### src/design/ssed_pkg.sv
// Package for the seven-segment effect driver: op codes, effect modes,
// segment constants and the digit font. No dependencies.
`default_nettype none

package ssed_pkg;

    localparam int unsigned SEG_W  = 7;
    localparam int unsigned STEP_W = 7;
    localparam int unsigned DIV_W  = 3;

    typedef logic [SEG_W-1:0]  seg_t;
    typedef logic [STEP_W-1:0] step_t;
    typedef logic [DIV_W-1:0]  div_t;
    typedef logic [1:0]        op_t;
    typedef logic [3:0]        digit_t;
    typedef logic [2:0]        sel_t;

    localparam op_t OP_SHOW   = 2'd0;
    localparam op_t OP_SELECT = 2'd1;
    localparam op_t OP_TICK   = 2'd2;

    typedef enum logic [2:0] {
        MODE_NONE  = 3'd0,
        MODE_BLINK = 3'd1,
        MODE_RROT  = 3'd2,
        MODE_LROT  = 3'd3,
        MODE_SUP   = 3'd4,
        MODE_SDOWN = 3'd5
    } mode_t;

    localparam div_t  BLINK_RELOAD = 3'd4;
    localparam div_t  SHIFT_RELOAD = 3'd2;
    localparam step_t SHIFT_PHASES = 7'd3;
    localparam step_t RROT_FIRST   = 7'h01;
    localparam step_t RROT_WRAP    = 7'h40;
    localparam step_t LROT_FIRST   = 7'h20;

    localparam seg_t BAR_TOP    = 7'h01;
    localparam seg_t BAR_MIDDLE = 7'h40;
    localparam seg_t BAR_BOTTOM = 7'h08;
    localparam seg_t SEG_BLANK  = 7'h00;

    // Segment pattern of a digit, bit 0 is segment a; non-decimal codes are blank.
    function automatic seg_t font_of(input digit_t d);
        seg_t s;
        case (d)
            4'd0:    s = 7'h3F;
            4'd1:    s = 7'h06;
            4'd2:    s = 7'h5B;
            4'd3:    s = 7'h4F;
            4'd4:    s = 7'h66;
            4'd5:    s = 7'h6D;
            4'd6:    s = 7'h7D;
            4'd7:    s = 7'h07;
            4'd8:    s = 7'h7F;
            4'd9:    s = 7'h6F;
            default: s = SEG_BLANK;
        endcase
        return s;
    endfunction

    // Bar for a shift phase; up runs bottom, middle, top and down the reverse.
    function automatic seg_t bar_of(input logic up, input logic [1:0] phase);
        seg_t s;
        case (phase)
            2'd0:    s = up ? BAR_BOTTOM : BAR_TOP;
            2'd1:    s = BAR_MIDDLE;
            default: s = up ? BAR_TOP : BAR_BOTTOM;
        endcase
        return s;
    endfunction

endpackage

`default_nettype wire

### src/design/ssed_if.sv
// Valid/ready channel interfaces for the seven-segment effect driver.
// Depends on ssed_pkg for payload types.
`default_nettype none

interface ssed_in_if;
    logic              valid;
    logic              ready;
    ssed_pkg::op_t     op;
    ssed_pkg::digit_t  digit;
    ssed_pkg::sel_t    effect_sel;

    modport source (output valid, output op, output digit, output effect_sel, input ready);
    modport sink   (input valid, input op, input digit, input effect_sel, output ready);
endinterface

interface ssed_out_if;
    logic            valid;
    logic            ready;
    ssed_pkg::seg_t  segments;

    modport source (output valid, output segments, input ready);
    modport sink   (input valid, input segments, output ready);
endinterface

`default_nettype wire

### src/design/seven_segment_effect_driver.sv
// Seven-segment effect driver: top level with APB register port.
// Depends on ssed_pkg and the channel interfaces in ssed_if.sv.
// The segment result of an accepted transaction is registered and shown in the cycle after acceptance.
// Throughput: one transaction per cycle; the single output register stalls
// the input only while a result is held and out_ch.ready is low.
// Reset: mode none, digit 0, step 0, tick divider 4, pattern blank,
// common_level 0; no result pending; the segment output register is not reset.
`default_nettype none

module seven_segment_effect_driver (
    input  wire logic        clk,
    input  wire logic        rst_n,
    input  wire logic        psel,
    input  wire logic        penable,
    input  wire logic        pwrite,
    input  wire logic [2:0]  paddr,
    input  wire logic [31:0] pwdata,
    output logic      [31:0] prdata,
    output logic             pready,
    ssed_in_if.sink          in_ch,
    ssed_out_if.source       out_ch
);

    logic               common_level_reg;
    ssed_pkg::mode_t    mode_reg,       mode_next;
    ssed_pkg::digit_t   held_digit_reg, held_digit_next;
    ssed_pkg::step_t    step_reg,       step_next;
    ssed_pkg::div_t     div_reg,        div_next;
    ssed_pkg::seg_t     pattern_reg,    pattern_next;
    ssed_pkg::seg_t     seg_reg;
    logic               out_valid_reg;
    ssed_pkg::step_t    step_adj;
    logic               in_fire;
    logic               cfg_wr;

    assign pready = 1'b1;
    assign cfg_wr = psel && penable && pwrite && (paddr == 3'd0);
    assign prdata = (paddr == 3'd0) ? {31'd0, common_level_reg} : 32'd0;

    always_ff @(posedge clk or negedge rst_n)
    begin
        if (!rst_n)
        begin
            common_level_reg <= 1'b0;
        end
        else if (cfg_wr)
        begin
            common_level_reg <= pwdata[0];
        end
    end

    assign in_ch.ready = !out_valid_reg || out_ch.ready;
    assign in_fire     = in_ch.valid && in_ch.ready;

    always_comb
    begin
        mode_next       = mode_reg;
        held_digit_next = held_digit_reg;
        step_next       = step_reg;
        div_next        = div_reg;
        pattern_next    = pattern_reg;
        step_adj        = step_reg;
        case (in_ch.op)
            ssed_pkg::OP_SHOW:
            begin
                pattern_next    = ssed_pkg::font_of(in_ch.digit);
                held_digit_next = in_ch.digit;
            end
            ssed_pkg::OP_SELECT:
            begin
                unique case (in_ch.effect_sel)
                    ssed_pkg::MODE_BLINK:
                    begin
                        mode_next = ssed_pkg::MODE_BLINK;
                        step_next = 7'd1;
                    end
                    ssed_pkg::MODE_RROT:
                    begin
                        mode_next = ssed_pkg::MODE_RROT;
                        step_next = ssed_pkg::RROT_FIRST;
                    end
                    ssed_pkg::MODE_LROT:
                    begin
                        mode_next = ssed_pkg::MODE_LROT;
                        step_next = ssed_pkg::LROT_FIRST;
                    end
                    ssed_pkg::MODE_SUP:
                    begin
                        mode_next = ssed_pkg::MODE_SUP;
                        step_next = '0;
                    end
                    ssed_pkg::MODE_SDOWN:
                    begin
                        mode_next = ssed_pkg::MODE_SDOWN;
                        step_next = '0;
                    end
                    default:
                    begin
                        mode_next    = ssed_pkg::MODE_NONE;
                        pattern_next = ssed_pkg::font_of(held_digit_reg);
                    end
                endcase
            end
            ssed_pkg::OP_TICK:
            begin
                unique case (mode_reg)
                    ssed_pkg::MODE_BLINK:
                    begin
                        if (div_reg == '0)
                        begin
                            if (step_reg != '0)
                            begin
                                pattern_next = ssed_pkg::SEG_BLANK;
                                step_next    = '0;
                            end
                            else
                            begin
                                pattern_next = ssed_pkg::font_of(held_digit_reg);
                                step_next    = 7'd1;
                            end
                            div_next = ssed_pkg::BLINK_RELOAD;
                        end
                        else
                        begin
                            div_next = div_reg - 3'd1;
                        end
                    end
                    ssed_pkg::MODE_RROT:
                    begin
                        step_adj     = (step_reg == ssed_pkg::RROT_WRAP)
                                       ? ssed_pkg::RROT_FIRST : step_reg;
                        pattern_next = step_adj;
                        step_next    = {step_adj[5:0], 1'b0};
                    end
                    ssed_pkg::MODE_LROT:
                    begin
                        step_adj     = (step_reg == '0) ? ssed_pkg::LROT_FIRST : step_reg;
                        pattern_next = step_adj;
                        step_next    = {1'b0, step_adj[6:1]};
                    end
                    ssed_pkg::MODE_SUP, ssed_pkg::MODE_SDOWN:
                    begin
                        if (div_reg == '0)
                        begin
                            step_adj     = (step_reg >= ssed_pkg::SHIFT_PHASES)
                                           ? '0 : step_reg;
                            pattern_next = ssed_pkg::bar_of(mode_reg == ssed_pkg::MODE_SUP,
                                                            step_adj[1:0]);
                            step_next    = step_adj + 7'd1;
                            div_next     = ssed_pkg::SHIFT_RELOAD;
                        end
                        else
                        begin
                            div_next = div_reg - 3'd1;
                        end
                    end
                    default:
                    begin
                        step_adj = step_reg;
                    end
                endcase
            end
            default:
            begin
                step_adj = step_reg;
            end
        endcase
    end

    always_ff @(posedge clk or negedge rst_n)
    begin
        if (!rst_n)
        begin
            mode_reg       <= ssed_pkg::MODE_NONE;
            held_digit_reg <= '0;
            step_reg       <= '0;
            div_reg        <= ssed_pkg::BLINK_RELOAD;
            pattern_reg    <= ssed_pkg::SEG_BLANK;
        end
        else if (in_fire)
        begin
            mode_reg       <= mode_next;
            held_digit_reg <= held_digit_next;
            step_reg       <= step_next;
            div_reg        <= div_next;
            pattern_reg    <= pattern_next;
        end
    end

    always_ff @(posedge clk or negedge rst_n)
    begin
        if (!rst_n)
        begin
            out_valid_reg <= 1'b0;
        end
        else if (in_fire)
        begin
            out_valid_reg <= 1'b1;
        end
        else if (out_ch.ready)
        begin
            out_valid_reg <= 1'b0;
        end
    end

    always_ff @(posedge clk)
    begin
        if (in_fire)
        begin
            seg_reg <= common_level_reg ? ~pattern_next : pattern_next;
        end
    end

    assign out_ch.valid    = out_valid_reg;
    assign out_ch.segments = seg_reg;

endmodule

`default_nettype wire
### src/flat_wrapper.sv
// flat-port wrapper written by rule: the top's interface ports become plain ports
module seven_segment_effect_driver_flat 
  (clk, rst_n, psel, penable, pwrite, paddr, pwdata, prdata, pready, in_ch_valid, in_ch_op, in_ch_digit, in_ch_effect_sel, in_ch_ready, out_ch_valid, out_ch_segments, out_ch_ready);
  ssed_in_if in_ch_i ();
  ssed_out_if out_ch_i ();
  input  wire logic clk;
  input  wire logic rst_n;
  input  wire logic psel;
  input  wire logic penable;
  input  wire logic pwrite;
  input  wire logic [2:0] paddr;
  input  wire logic [31:0] pwdata;
  output logic      [31:0] prdata;
  output logic pready;
  input wire logic [$bits(in_ch_i.valid)-1:0] in_ch_valid;
  input wire logic [$bits(in_ch_i.op)-1:0] in_ch_op;
  input wire logic [$bits(in_ch_i.digit)-1:0] in_ch_digit;
  input wire logic [$bits(in_ch_i.effect_sel)-1:0] in_ch_effect_sel;
  output wire logic [$bits(in_ch_i.ready)-1:0] in_ch_ready;
  output wire logic [$bits(out_ch_i.valid)-1:0] out_ch_valid;
  output wire logic [$bits(out_ch_i.segments)-1:0] out_ch_segments;
  input wire logic [$bits(out_ch_i.ready)-1:0] out_ch_ready;
  assign in_ch_i.valid = in_ch_valid;
  assign in_ch_i.op = in_ch_op;
  assign in_ch_i.digit = in_ch_digit;
  assign in_ch_i.effect_sel = in_ch_effect_sel;
  assign in_ch_ready = in_ch_i.ready;
  assign out_ch_valid = out_ch_i.valid;
  assign out_ch_segments = out_ch_i.segments;
  assign out_ch_i.ready = out_ch_ready;
  seven_segment_effect_driver u_core (.clk(clk), .rst_n(rst_n), .psel(psel), .penable(penable), .pwrite(pwrite), .paddr(paddr), .pwdata(pwdata), .prdata(prdata), .pready(pready), .in_ch(in_ch_i), .out_ch(out_ch_i));
endmodule
### config.mk
export PLATFORM = sky130hd
export DESIGN_NAME = seven_segment_effect_driver_flat
export DESIGN_NICKNAME = d
export VERILOG_FILES = /design/src/design/ssed_pkg.sv /design/src/design/ssed_if.sv /design/src/design/seven_segment_effect_driver.sv /design/src/flat_wrapper.sv
export SDC_FILE = /design/constraint.sdc
export NUM_CORES = 1
export LEC_CHECK = 0
export BUFFER_PORTS_ARGS = -buffer_cell sky130_fd_sc_hd__buf_2
export CELL_PAD_IN_SITES_DETAIL_PLACEMENT = 1
export CELL_PAD_IN_SITES_GLOBAL_PLACEMENT = 1
export CORE_ASPECT_RATIO = 1.2
export CORE_MARGIN = 10
export CORE_UTILIZATION = 42
export DETAILED_ROUTE_END_ITERATION = 10
export PLACE_DENSITY_LB_ADDON = 0.2
export SLEW_MARGIN = 20
export SYNTH_ARGS = -nofsm -noshare
export SYNTH_HDL_FRONTEND = slang
export SYNTH_SLANG_ARGS = --single-unit
### constraint.sdc
create_clock -name clk -period 5.65 [get_ports clk]
set_input_delay 0.2825 -clock clk [delete_from_list [all_inputs] [get_ports clk]]
set_output_delay 0.2825 -clock clk [all_outputs]
set_load 0.1 [all_outputs]
# Word level (Yosys, flattened, before mapping)
# Memory sizes are Yosys's and may differ from the RTL's.
# Cells that the tools add are included.
dict set report word_totals {
  ramBits 0
  latch_bits 0
  inputBits 51
  reg_bits 33
  mem_count 3
  romBits 336
  output_inout_bits 42
  wordCells 82
}
dict set report classes {
  n_div 0
  n_mul 0
  n_mux 26
  magnitude_cmp 1
  add_sub_neg 2
  n_reduce_logical 23
  shift 0
  bitwise 1
  eq_ne 18
}
# name words word_bits rd rd_ports_with_merged_regs write_ports line_no
set memory_table {}
lappend memory_table {{(name not given)} 16 7 1 0 0 ssed_pkg.sv:46} ;# case (d)
lappend memory_table {{(name not given)} 16 7 1 0 0 ssed_pkg.sv:46}
lappend memory_table {{(name not given)} 16 7 1 0 0 ssed_pkg.sv:46}
# cell n
set op_table {}
lappend op_table {{$mux W7} 10}
lappend op_table {{$pmux W7 S4} 2}
lappend op_table {{$pmux W7 S3} 2}
lappend op_table {{$pmux W7 S2} 2}
lappend op_table {{$pmux W3 S5} 1}
lappend op_table {{$eq A3 B2 Y1 const B} 4}
lappend op_table {{$eq A3 B3 Y1 const B} 4}
lappend op_table {{$mux W4} 2}
lappend op_table {{$add A7 B1 Y7 const B} 1}
lappend op_table {{$eq A7 B7 Y1 const B} 1}
lappend op_table {{$ge A7 B2 Y1 const B} 1}
lappend op_table {{$logic_not A7 Y1} 1}
lappend op_table {{$not A7 Y7} 1}
lappend op_table {{$reduce_bool A7 Y1} 1}
lappend op_table {{$eq A3 B1 Y1 const B} 2}
lappend op_table {{$logic_not A3 Y1} 2}
lappend op_table {{$mux W3} 2}
lappend op_table {{$ne A3 B2 Y1 const B} 2}
lappend op_table {{$pmux W3 S2} 1}
lappend op_table {{$reduce_and A6 Y1} 1}
lappend op_table {{$reduce_bool A2 Y1} 3}
lappend op_table {{$reduce_or A2 Y1} 3}
lappend op_table {{$ne A5 B4 Y1 const B} 1}
lappend op_table {{$reduce_or A5 Y1} 1}
lappend op_table {{11 further kinds} 20}

# Longest topological paths before layout
# Gate-level depths: netlist of the first run.
dict set report logic_depth {
  word_depth 9
  ltp_mapped 11
}

# Worst setup path after synthesis of the first run
# No wires, ideal clock.
dict set report synth_path {
  path_kind {flip-flop to flip-flop}
  startpoint {reg u_core.out_valid_reg, in the netlist u_core.out_ch.valid}
  endpoint {reg u_core.step_reg[0]}
  period_less_slack_ps 3245
  path_stages_with_launch 8
  arrival_ps 3111
  n_path_buf 1
  setup_time_ps 134
  setup_slack_ps 2405
  cell_sequence {dfrtp_1 -> nand2b_1 -> nand2_1 -> clkinv_1 -> and4_1 -> clkbuf_1 -> o211ai_1 -> o21ai_0}
}
dict set report synth_between {
  elab_chain_cells 4
}
# item line_no
set synth_rtl {}
lappend synth_rtl {{start: declaration} seven_segment_effect_driver.sv:31} ;# logic out_valid_reg;
lappend synth_rtl {{start signal: assignment} seven_segment_effect_driver.sv:194} ;# out_valid_reg <= 1'b0;
lappend synth_rtl {{start signal: assignment} seven_segment_effect_driver.sv:198} ;# out_valid_reg <= 1'b1;
lappend synth_rtl {{start signal: assignment} seven_segment_effect_driver.sv:202} ;# out_valid_reg <= 1'b0;
lappend synth_rtl {{$logic_not A1 Y1} seven_segment_effect_driver.sv:52} ;# assign in_ch.ready = !out_valid_reg || out_ch.ready;
lappend synth_rtl {{$logic_or A1 B1 Y1} seven_segment_effect_driver.sv:52}
lappend synth_rtl {{via in_ch_ready} flat_wrapper.sv:19} ;# output wire logic [$bits(in_ch_i.ready)-1:0] in_ch_ready;
lappend synth_rtl {{$logic_and A1 B1 Y1} seven_segment_effect_driver.sv:53} ;# assign in_fire = in_ch.valid && in_ch.ready;
lappend synth_rtl {{via u_core.in_fire} seven_segment_effect_driver.sv:33} ;# logic in_fire;
lappend synth_rtl {{$reduce_and A6 Y1 (no source line)} -}
lappend synth_rtl {{end signal: assignment} seven_segment_effect_driver.sv:184} ;# step_reg <= step_next;
lappend synth_rtl {{end: declaration} seven_segment_effect_driver.sv:27} ;# ssed_pkg::step_t step_reg, step_next;
# The timed path passes the listed nets, and every way through them passes these cells.
# A chain may end at the register's enable or synchronous reset.

# Worst setup path in the final report of the first run
dict set report layout_path {
  startpoint {reg u_core.step_reg[5]}
  endpoint {reg u_core.seg_reg[6], in the netlist u_core.out_ch.segments[6], data pin}
}
dict set report layout_between {
  elab_chain_cells 9
}
# item line_no
set layout_rtl {}
lappend layout_rtl {{$ge A7 B2 Y1} seven_segment_effect_driver.sv:145} ;# step_adj = (step_reg >= ssed_pkg::SHIFT_PHASES)
lappend layout_rtl {{$mux W7} seven_segment_effect_driver.sv:146} ;# ? '0 : step_reg;
lappend layout_rtl {{$eq A2 B1 Y1 / $logic_not A2 Y1 (equally long branches)} ssed_pkg.sv:65} ;# case (phase)
lappend layout_rtl {{$pmux W7 S2} ssed_pkg.sv:65}
lappend layout_rtl {{$mux W7} seven_segment_effect_driver.sv:143} ;# if (div_reg == '0)
lappend layout_rtl {{$pmux W7 S4 (*)} seven_segment_effect_driver.sv:106} ;# unique case (mode_reg)
lappend layout_rtl {{$pmux W7 S3 (*)} seven_segment_effect_driver.sv:63} ;# case (in_ch.op)
lappend layout_rtl {{$not A7 Y7} seven_segment_effect_driver.sv:210} ;# seg_reg <= common_level_reg ? ~pattern_next : pattern_next;
lappend layout_rtl {{$mux W7 (*)} seven_segment_effect_driver.sv:210}
lappend layout_rtl {{end signal: assignment} seven_segment_effect_driver.sv:210}
lappend layout_rtl {{end: declaration} seven_segment_effect_driver.sv:30} ;# ssed_pkg::seg_t seg_reg;
# Every way passes the cells marked *; elsewhere a longest branch is shown, timed or not.

==> results of run 1 <==
-- routing by layer --
layer,GRT usage (%),vias up
li1,-,1174
met1,16.5,1154
met2,25.5,38
met3,2.50,11
met4,4.56,0
met5,0,-
-- cells in the mapped netlist, types with 5 or more instances --
master | n | area share [%]
xnor2_1 | 5 | 1.4
nor2_1 | 12 | 1.5
o211ai_1 | 7 | 1.7
o21ai_0 | 15 | 2.5
dfrtp_1 | 25 | 21
mux2_2 | 8 | 3.0
inv_1 | 26 | 3.2
nand3_1 | 10 | 1.6
nand2b_1 | 8 | 1.6
ha_1 | 24 | 9.9
buf_4 | 34 | 8.4
clkbuf_1 | 5 | 0.62
a21oi_1 | 11 | 1.8
mux2i_1 | 7 | 2.3
buf_6 | 5 | 1.9
nor2b_1 | 9 | 1.9
a22oi_1 | 6 | 1.5
o22ai_1 | 8 | 1.6
edfxtp_1 | 7 | 6.9
nand2_1 | 24 | 3.0
-- report_power, final --
group / internal, W / leakage, nW / total, W / switching [W]
Clock: 0.000130 / 0.0528 / 0.000226 / 0.0000952
Sequential: 0.000295 / 0.395 / 0.000359 / 0.0000642
Combinational: 0.000152 / 0.962 / 0.000490 / 0.000337
-- layout by cell type, fill, tap and decap left out, types with 6 or more instances in the layout --
master	Yosys	final
a22oi_1	6	6
o211ai_1	7	7
mux2_2	8	8
inv_1	26	26
dfrtp_1	25	25
nand2_1	24	24
a21oi_1	11	11
mux2i_1	7	7
nor2b_1	9	9
nand2b_1	8	8
buf_2	2	29
conb_1	2	32
o21ai_0	15	15
nor2_1	12	12
nand3_1	10	10
o22ai_1	8	8
edfxtp_1	7	7
ha_1	24	24
-- worst max-delay path, stage by stage, from the launching register on --
cell and delay, ns:
dfrtp_1 0.45, or4_4 0.62, nor2_1 0.19, nand3_1 0.15
inv_1 0.11, ha_1 0.13, or4bb_1 0.50, a21boi_0 0.19
a211o_1 0.12, a211oi_1 0.09, a21oi_1 0.25, xor2_1 0.10
-- stage by stage --
step | cell area [µm²] | instances | utilization, % | setup slack (ns)
5_1_grt | 3140 | 441 | 45.3 | 2.25
3_5_place_dp | 3030 | 433 | 43.7 | 2.51
2_1_floorplan | 3150 | 365 | - | 2.40
3_3_place_gp | 3030 | 433 | 43.7 | 2.52
4_1_cts | 3140 | 441 | 45.3 | 2.50
6_report | 3140 | 441 | 45.3 | 2.49
-- final cells by class --
class	count	area (µm²)
fillers	840	3800
multi-input cells	257	1820
flip-flops and latches	33	862
repair buffers	29	145
well taps	87	109
inverters	27	101
clock buffers	6	72.6
clock inverters	2	33.8
-- kinds of logic (layout without fill, tap and decap cells) --
| kind of cell | after synthesis | count (layout) | share of synthesized area [%] |
|---|---|---|---|
| AOI/OAI and AO/OA | 86 | 86 | 20.1 |
| and+or+nand+nor | 91 | 91 | 17.9 |
| DFF | 33 | 33 | 28.4 |
| muxes | 16 | 16 | 5.65 |
| adders and majority gates | 24 | 24 | 9.90 |
| other | 2 | 32 | 0.248 |
| xor gates and xnor gates | 8 | 8 | 2.31 |
| buffers and inverters | 75 | 64 | 15.5 |
-- how the worst max path moves through the flow --
stage | slack (ns) | cells past startpoint | end
finish | 2.49 | 11 | u_core.out_ch.segments[6]$_DFFE_PP_
global route | 2.25 | 11 | u_core.out_ch.segments[6]$_DFFE_PP_
CTS | 2.50 | 11 | u_core.out_ch.segments[6]$_DFFE_PP_
detailed placement | 2.51 | 11 | u_core.out_ch.segments[6]$_DFFE_PP_
global placement | 2.52 | 11 | u_core.out_ch.segments[6]$_DFFE_PP_
floorplan | 2.40 | 7 | u_core.step_reg[0]$_DFFE_PN0P_
==> impl_metrics.ini, run 1 <==
[critical_path]
startpoint = u_core.step_reg[5]$_DFFE_PN0P_
cp-start-kind = flop
worstPathRequired_ns = 5.68
crit_type = reg -> reg
worstPathArrival_ns = 3.19
regToRegSetupSlack_ns = 2.49
reg2reg_depth = 11
cp_max_fo = 6
rr_startpoint = u_core.step_reg[5]$_DFFE_PN0P_
r2r-end = u_core.out_ch.segments[6]$_DFFE_PP_
worst_setup_path_end_kind = flop

[clock_tree]
hold_buffers = 0
cts.sinks = 33
cts_resized = 0
cts.clk_slew.worst_paths_ns = 0.07
clockBufferDepth = 2
root_buffer = clkbuf_8
h-tree-depth = 2
post_cts_buffers = 0
cts_tree = built
numCtsBuffers = 5
clock_latency_ns = 0.29

[floorplan]
die-area_um2 = 11000
pin_count = 93
core_area_um2 = 6940
die-height_um = 113
fp-row-count = 33
die-width_um = 97.6
initial_core_util_pct = 43.7

[drt]
vias_per_cell = 5.39
wl_per_cell_um = 18.0
wirelength_um = 7940
ant_nets = 0
dr.pass1.iters = 4
route.met3.wl_um = 260
drt_iter0_markers = 118
dr_total_vias = 2377
routed.top_layer = met4
route.detailed.drc = 0
wl_met1_um = 3520
met2_length_um = 3990

[synth]
synth_cell_type_count = 72
ys_seq_elements = 33
async_flop_share_pct = 78.8
syn_area_um2 = 3030
synth_cells = 335
yosysSeqAreaShare_pct = 28.4
syn-mean-instance-area_um2 = 9.06
ys_warn_count = 0
synth-main-ff-cell = dfrtp_1
synth_edf_count = 7

[grt]
grt_antenna_before_repair = 0
grt_max_degree = 27
gr-total-overflow = 0
grt_pass1_vias = 2571
grt_pass1_wl_um = 13100
grt.total_usage_pct = 14.1

[sta]
relSlewSlack_pct = 50.4
setup-violations-final = 0
tightest_slew_ns = 0.744
max_freq_ghz = 0.317
finClkSkew_ns = 0.00650
fin_crit_ns = 3.16
fin_hold_ws_ns = 0.0147
drv_slew = 0
rsz0062_at_grt = false
fin_crit_sh_pct = 55.9
hold_viol = 0
setup_tns_ns = 0

[hold_path]
hold_class = in -> async

[job]
drv_cap = 0

[cells_and_area]
layout-area-overhead-vs-synth_pct = 3.46
drive_above_1_share_pct = 15.3
antenna_cells = 0
nNetsFinal = 428

[place]
gp_congestion = 0.851
hpwl_um = 6190
io_buffers = 29

[pwr]
ir_worst_vdd_mv = 0.132
p_per_area_nw_per_um2 = 342
finalPower_w = 0.00107
p_leak_nw = 1.41

[status]
outcome = complete, no violations
No activity file was read; power rests on OpenSTA's default activity.
==> run 2: changes to the inputs <==
--- a/config.mk
+++ b/config.mk
@@ -10,7 +10,7 @@
 export CELL_PAD_IN_SITES_GLOBAL_PLACEMENT = 1
 export CORE_ASPECT_RATIO = 1.2
 export CORE_MARGIN = 10
-export CORE_UTILIZATION = 42
+export CORE_UTILIZATION = 39
 export DETAILED_ROUTE_END_ITERATION = 10
 export PLACE_DENSITY_LB_ADDON = 0.2
 export SLEW_MARGIN = 20
==> constraint.sdc (replaced) <==
create_clock -name clk -period 3.3 [get_ports clk]
set_input_delay 0.165 -clock clk [delete_from_list [all_inputs] [get_ports clk]]
set_output_delay 0.165 -clock clk [all_outputs]
set_load 0.1 [all_outputs]
==> run 2 against run 1 <==
Compared with the run above: clock skew grew 0.0037 ns; critical path depth is the same; wire length is essentially flat; largest cell class unchanged.
==> impl_metrics.ini, run 2 (same netlist as run 1, synthesis figures left out) <==
[pwr]
p_per_area_nw_per_um2 = 559
finalPower_w = 0.00178
ir_worst_vdd_mv = 0.237
p_leak_nw = 1.44

[floorplan]
fp-row-count = 35
initial_core_util_pct = 39.8
die-area_um2 = 11700
die-width_um = 101
die-height_um = 117
core_area_um2 = 7620
pin_count = 93

[clock_tree]
cts.clk_slew.worst_paths_ns = 0.07
post_cts_buffers = 0
root_buffer = clkbuf_8
h-tree-depth = 2
cts_resized = 0
clockBufferDepth = 2
cts.sinks = 33
cts_tree = built
clock_latency_ns = 0.30
hold_buffers = 1
numCtsBuffers = 5

[sta]
drv_slew = 0
fin_crit_ns = 3.05
rsz0062_at_grt = false
fin_ws_ns = 0.246
setup_tns_ns = 0
relSlewSlack_pct = 50.3
setup-violations-final = 0
fin_crit_sh_pct = 92.6
finClkSkew_ns = 0.0102
hold_viol = 0
tightest_slew_ns = 0.745
max_freq_ghz = 0.327

[drt]
vias_per_cell = 5.34
ant_nets = 0
drt_iter0_markers = 129
wirelength_um = 7940
wl_per_cell_um = 17.5
dr_total_vias = 2425
route.detailed.drc = 0
dr.pass1.iters = 4

[cells_and_area]
drive_above_1_share_pct = 17.4
antenna_cells = 0
final_common_cell = conb_1
final_cell_mix = conb_1, buf_2, inv_1
final_core_utilization_pct = 41.8
nNetsFinal = 436
layout-area-overhead-vs-synth_pct = 5.07

[critical_path]
worstPathArrival_ns = 3.08
worstPathRequired_ns = 3.33
crit_type = reg -> reg
cp_max_fo = 3
cp-start-kind = flop
worst_setup_path_end_kind = flop

[hold_path]
hold_class = in -> reg

[grt]
grt_antenna_before_repair = 0
grt_pass1_vias = 2647
gr-total-overflow = 0
grt_pass1_wl_um = 13200
grt.total_usage_pct = 13.8
grt_max_degree = 27

[place]
place_ws_ns = 0.271
hpwl_um = 6290
gp_congestion = 0.878
io_buffers = 29

[status]
outcome = complete, no violations

[job]
drv_cap = 0
-- run 2: power by group --
group / leakage (nW) / internal, W / switching (W)
Clock: 0.0439 / 0.000146 / 0.000165
Sequential: 0.395 / 0.000506 / 0.0000986
Combinational: 1.00 / 0.000274 / 0.000592
-- run 2: area by class of cell --
type	count	area [µm²]
Clock buffer	5	68.8
Clock inverter	3	17.5
Fill cell	962	4430
Inverter	27	101
Multi-Input combinational cell	257	1820
Sequential cell	33	862
Tap cell	92	115
Timing Repair Buffer	37	208
-- run 2: path summary, 6_finish.rpt --
kind,startpoint,to,slack [ns],cells after the start
hold reg to reg,u_core.div_reg[0]$_DFFE_PN0P_,u_core.div_reg[0]$_DFFE_PN0P_,0.48,2
min in group asynchronous,rst_n,u_core.step_reg[1]$_DFFE_PN0P_,0.41,2
setup reg to reg,u_core.step_reg[5]$_DFFE_PN0P_,u_core.out_ch.segments[6]$_DFFE_PP_,0.25,11
hold / removal,in_ch_valid,u_core.out_ch.valid$_DFFE_PN0P_,0.07,2
setup / recovery,u_core.step_reg[5]$_DFFE_PN0P_,u_core.out_ch.segments[6]$_DFFE_PP_,0.25,11
max in group asynchronous,rst_n,u_core.out_ch.valid$_DFFE_PN0P_,2.47,2
-- run 2: stage by stage --
| stage | area [µm²] | cells | hold slack (ns) |
|---|---|---|---|
| after global routing | 3190 | 454 | 0.0829 |
| final | 3190 | 454 | 0.0748 |
| after floorplan | 3150 | 365 | -0.131 |
| after detailed placement | 3090 | 445 | 0.227 |
| after CTS | 3190 | 454 | 0.0730 |
| after global placement | 3090 | 445 | 0.241 |
-- run 2: worst max-delay path: stages (launching register included) --
cell and delay [ns]:
dfrtp_1 0.39, or4_4 0.54, nor2_1 0.18, nand3_1 0.15, inv_1 0.11, ha_1 0.14
or4bb_1 0.49, a21boi_0 0.23, a211o_1 0.13, a211oi_1 0.10, a21oi_1 0.26, xor2_1 0.09
-- run 2: layer usage --
| layer | vias to the layer above | share of wire, % | global-route usage [%] |
|---|---|---|---|
| li1 | 1182 | - | - |
| met1 | 1195 | 45 | 16.8 |
| met2 | 38 | 51 | 24.0 |
| met3 | 10 | 2.6 | 2.31 |
| met4 | 0 | 1.5 | 4.62 |
| met5 | - | 0 | 0 |
